### src/rtl/core/tfc_pkg.sv
`timescale 1ns / 1ps
`default_nettype none
package tfc_pkg;

  localparam int WINDOW      = 20;
  localparam int MAX_DELAY   = 1024;
  localparam int SAMPLE_BITS = 16;

  localparam int POS_W  = (WINDOW > 1) ? $clog2(WINDOW) : 1;
  localparam int CNT_W  = $clog2(WINDOW + 1);
  localparam int SUM_W  = SAMPLE_BITS + CNT_W;
  localparam int ADDR_W = $clog2(MAX_DELAY);
  localparam int DIVC_W = $clog2(SUM_W);
  localparam int ENT_W  = 4 * SAMPLE_BITS;

  // register indexes
  localparam logic [2:0] REG_THRESH = 3'd0;
  localparam logic [2:0] REG_DELAY  = 3'd1;
  localparam logic [2:0] REG_LENGTH = 3'd2;
  localparam logic [2:0] REG_BASE   = 3'd3;
  localparam logic [2:0] REG_GAIN   = 3'd4;
  localparam logic [2:0] REG_OFFSET = 3'd5;

  typedef enum logic [2:0] {
    ST_IDLE, ST_WIN, ST_DIV, ST_STORE, ST_READ, ST_MUL, ST_EMIT
  } state_t;

  typedef struct packed {
    logic load;
    logic win;
    logic div_step;
    logic store;
    logic read;
    logic mul;
    logic emit;
  } cmd_t;

  typedef struct packed {
    logic div_last;
    logic rec;
    logic out_free;
  } status_t;

  typedef struct packed {
    logic [15:0] thresh;
    logic [9:0]  delay;
    logic [15:0] length;
    logic [15:0] base_idx;
    logic [23:0] gain;
    logic [15:0] offset;
  } cfg_t;

endpackage
`default_nettype wire

### src/rtl/core/tfc_ctrl.sv
`timescale 1ns / 1ps
`default_nettype none
module tfc_ctrl
  import tfc_pkg::*;
(
  input  wire logic    clk,
  input  wire logic    rst_n,
  input  wire logic    in_valid,
  output logic         in_ready,
  input  wire status_t sts,
  output cmd_t         cmd
);

  state_t state_r, state_nxt;

  always_ff @(posedge clk) begin
    if (!rst_n) state_r <= ST_IDLE;
    else        state_r <= state_nxt;
  end

  // next state
  always_comb begin
    state_nxt = state_r;
    case (state_r)
      ST_IDLE:  if (in_valid) state_nxt = ST_WIN;
      ST_WIN:   state_nxt = ST_DIV;
      ST_DIV:   if (sts.div_last) state_nxt = ST_STORE;
      ST_STORE: state_nxt = ST_READ;
      ST_READ:  state_nxt = ST_MUL;
      ST_MUL:   state_nxt = ST_EMIT;
      ST_EMIT:  if (!sts.rec || sts.out_free) state_nxt = ST_IDLE;
      default:  state_nxt = ST_IDLE;
    endcase
  end

  // commands
  always_comb begin
    cmd      = '0;
    in_ready = 1'b0;
    case (state_r)
      ST_IDLE: begin
        in_ready = 1'b1;
        cmd.load = in_valid;
      end
      ST_WIN:   cmd.win = 1'b1;
      ST_DIV:   cmd.div_step = 1'b1;
      ST_STORE: cmd.store = 1'b1;
      ST_READ:  cmd.read = 1'b1;
      ST_MUL:   cmd.mul = 1'b1;
      ST_EMIT:  cmd.emit = sts.rec && sts.out_free;
      default: begin
        cmd = '0;
      end
    endcase
  end

endmodule
`default_nettype wire

### config.mk
export PLATFORM = sky130hd
export DESIGN_NAME = tfc_ctrl
export DESIGN_NICKNAME = d
export VERILOG_FILES = /design/src/rtl/core/tfc_pkg.sv /design/src/rtl/core/tfc_ctrl.sv
export SDC_FILE = /design/constraint.sdc
export NUM_CORES = 1
export LEC_CHECK = 0
export BUFFER_PORTS_ARGS = -buffer_cell sky130_fd_sc_hd__buf_2
export CAP_MARGIN = 20
export CORE_AREA = 2 2 39 41
export DETAILED_ROUTE_END_ITERATION = 12
export DIE_AREA = 0 0 41 43
export SETUP_SLACK_MARGIN = 0.1
export SYNTH_ARGS = -nofsm -noshare
export SYNTH_HDL_FRONTEND = slang
export SYNTH_SLANG_ARGS = --single-unit
### constraint.sdc
create_clock -name clk -period 1 [get_ports clk]
set_clock_uncertainty 0.05 [all_clocks]
set_input_delay 0 -clock clk [delete_from_list [all_inputs] [get_ports clk]]
set_output_delay 0 -clock clk [all_outputs]
set_load 0.01 [all_outputs]
==> metrics <==
startpoint types=flip-flop; Regs by FF count=state_r x3; largest net degree at the start of global routing=9; worst r2r path cells=2; IO Pins=14; first-pass GRT wire length=883 um; Multi-input gate area=161 sq um; die height=43 um; latest clock arrival within the worst-skew pair=0.23 ns; Placer Congestion=0.716; WL/cell=9.14 um; Rows=14; Max-cap violations=0; fin crit share=1.10; Min-Delay Endpoint=state_r[0]$_SDFFE_PN0P_; total gr overflow=0; CP endpoint kind=output port; Cell Area, Synth=206 sq um; Die Wd=41 um; fin nets=54; Synth cell types=17; Top FF cell, synth=dfxtp_1; reg2reg start=state_r[2]$_SDFFE_PN0P_; Filler cells=153; Final Hold Vio Count=0; Core Area=1380 sq um; commonest non-fill, non-tap cell in the layout=buf_2; layout cell share with drive strength beyond 1=0.617; Routed Antenna Nets=0; Leakage=0.208 nW; post-synthesis async set-or-reset flop share=0; status=finished with violations; fmax=910 MHz; H-tree Lvls=1; post-layout minimum cycle time=1.10 ns; most frequent cells in the layout=buf_2, buf_6, clkbuf_4; post-synthesis register bit count=3; post-route setup slack=-0.0988 ns; Worst Tran Pin Value=0.285 ns; Final Util=0.301; R2R Setup Slk=-0.06 ns; number of buffers added on ports=13; arrival time worst endpoint=1.05 ns; Largest Register=state_r; Layout area overhead=102%; CP Class=reg2out; Storage cell area=68.8 sq um; Worst R2R End=state_r[2]$_SDFFE_PN0P_; final wirelength=576 um; Total GRT Usage=0.0762; Max Slew Vio Count=0; relative slew slack=0.808; die area=1760 sq um; CTS tree=done; Post-Syn Nets=31; max reg flops=3; WHS Path Cells=3; Clock transition at path regs=0.03 ns; Post-Syn Instances=25; VDD IR max=0.447 mV; CTS buffer count=3; register area share after synthesis=0.291; RSZ-0062 raised after global routing=true; dpl hpwl=448 um; initial antenna violation count=0; Fin Setup TNS=-0.451 ns; min-delay worst type=in2reg; diode count=0; Min-Delay Startpoint=in_valid; Final setup viols=8; drt pass-1 iters=3; CTS Buffer Depth=2; DR vias=265; Starting Density=0.149; number of flops mapped to enable cells by yosys=0; Via density=4.21; DRC=0; Non-Filler Instances=63; CTS Sinks=3; power density cells=1370 nW/um^2; Critical Path RT=0.95 ns; Post-Syn Area per Cell=8.26 sq um; violated checks=negative setup slack; Yosys Warn Count=0; maximum fanout along the worst path=5; vias in the first global route=216; number of DRC markers in iteration 0=2; Root Driver=clkbuf_4; placed cells=57
routing by layer:
layer	vias up	wire length, um	track usage
met4	0	0	0.0600
met3	0	34	0.0314
li1	131	-	-
met5	-	0	0
met2	8	294	0.100
met1	126	247	0.0927
area by class of cell:
class | count | area share
clock buffers | 4 | 0.0631
multi-input cells | 20 | 0.387
flip-flops and latches | 3 | 0.165
well taps | 16 | 0.0480
repair buffers | 20 | 0.336
worst max-delay path by stage:
stage,from,to,slack [ns],cells past startpoint
after floorplan,state_r[1]$_SDFFE_PN0P_,state_r[2]$_SDFFE_PN0P_,-0.07,3
after global placement,state_r[2]$_SDFFE_PN0P_,state_r[2]$_SDFFE_PN0P_,-0.003,2
after detailed placement,state_r[2]$_SDFFE_PN0P_,state_r[2]$_SDFFE_PN0P_,-0.04,2
after CTS,state_r[1]$_SDFFE_PN0P_,cmd[6],-0.10,4
after global routing,state_r[2]$_SDFFE_PN0P_,cmd[1],-0.16,3
final,state_r[1]$_SDFFE_PN0P_,cmd[6],-0.1,4
worst max-delay path, stage by stage (launching register included):
cell and delay, ns:
dfxtp_2 0.33, buf_6 0.13, nor3_4 0.11, and2_1 0.13, buf_2 0.12
power by group:
part	total [mW]	internal, mW	leakage [nW]	switching (mW)
clock	0.204	0.149	0.0150	0.0553
combinational	0.201	0.123	0.166	0.0779
sequential	0.163	0.136	0.0264	0.0271
total	0.569	0.409	0.208	0.160
kinds of logic after synthesis:
kind of cell    count (synthesis)  synth area share
buf+inv                         2            0.0485
compound gates                  4             0.152
xor+xnor                        1            0.0424
simple gates                   15             0.467
flops                           3             0.291
metrics by stage:
| step | hold WS (ns) | total power [mW] | instance area [sq um] | setup WS (ns) |
|---|---|---|---|---|
| after detailed placement | 0.228 | 0.325 | 322 | -0.0360 |
| final | 0.00809 | 0.569 | 417 | -0.0988 |
| after global routing | 0.0154 | 0.614 | 417 | -0.156 |
| after floorplan | 0.0645 | 0.252 | 215 | -0.0744 |
| after CTS | 0.00192 | 0.583 | 414 | -0.103 |
| after global placement | 0.212 | 0.322 | 322 | -0.00323 |
what timing repair did:
item,in CTS,in global routing
endpoints found under the hold margin,3,0
gates resized for setup,12,1
hold buffers,2,0
buffers inserted,0,0
pin swaps,1,0
endpoints found under the setup margin,10,10
Yosys cell counts, types with 2 or more instances:
cell type / number / area [sq um]
nand2b_1: 2 / 12.5
and2_1: 2 / 12.5
buf_2: 2 / 10.0
dfxtp_1: 3 / 60.1
nor2_1: 2 / 7.51
nor3b_1: 2 / 15.0
nor2b_1: 2 / 12.5
Power figures use the tool's default switching activity.
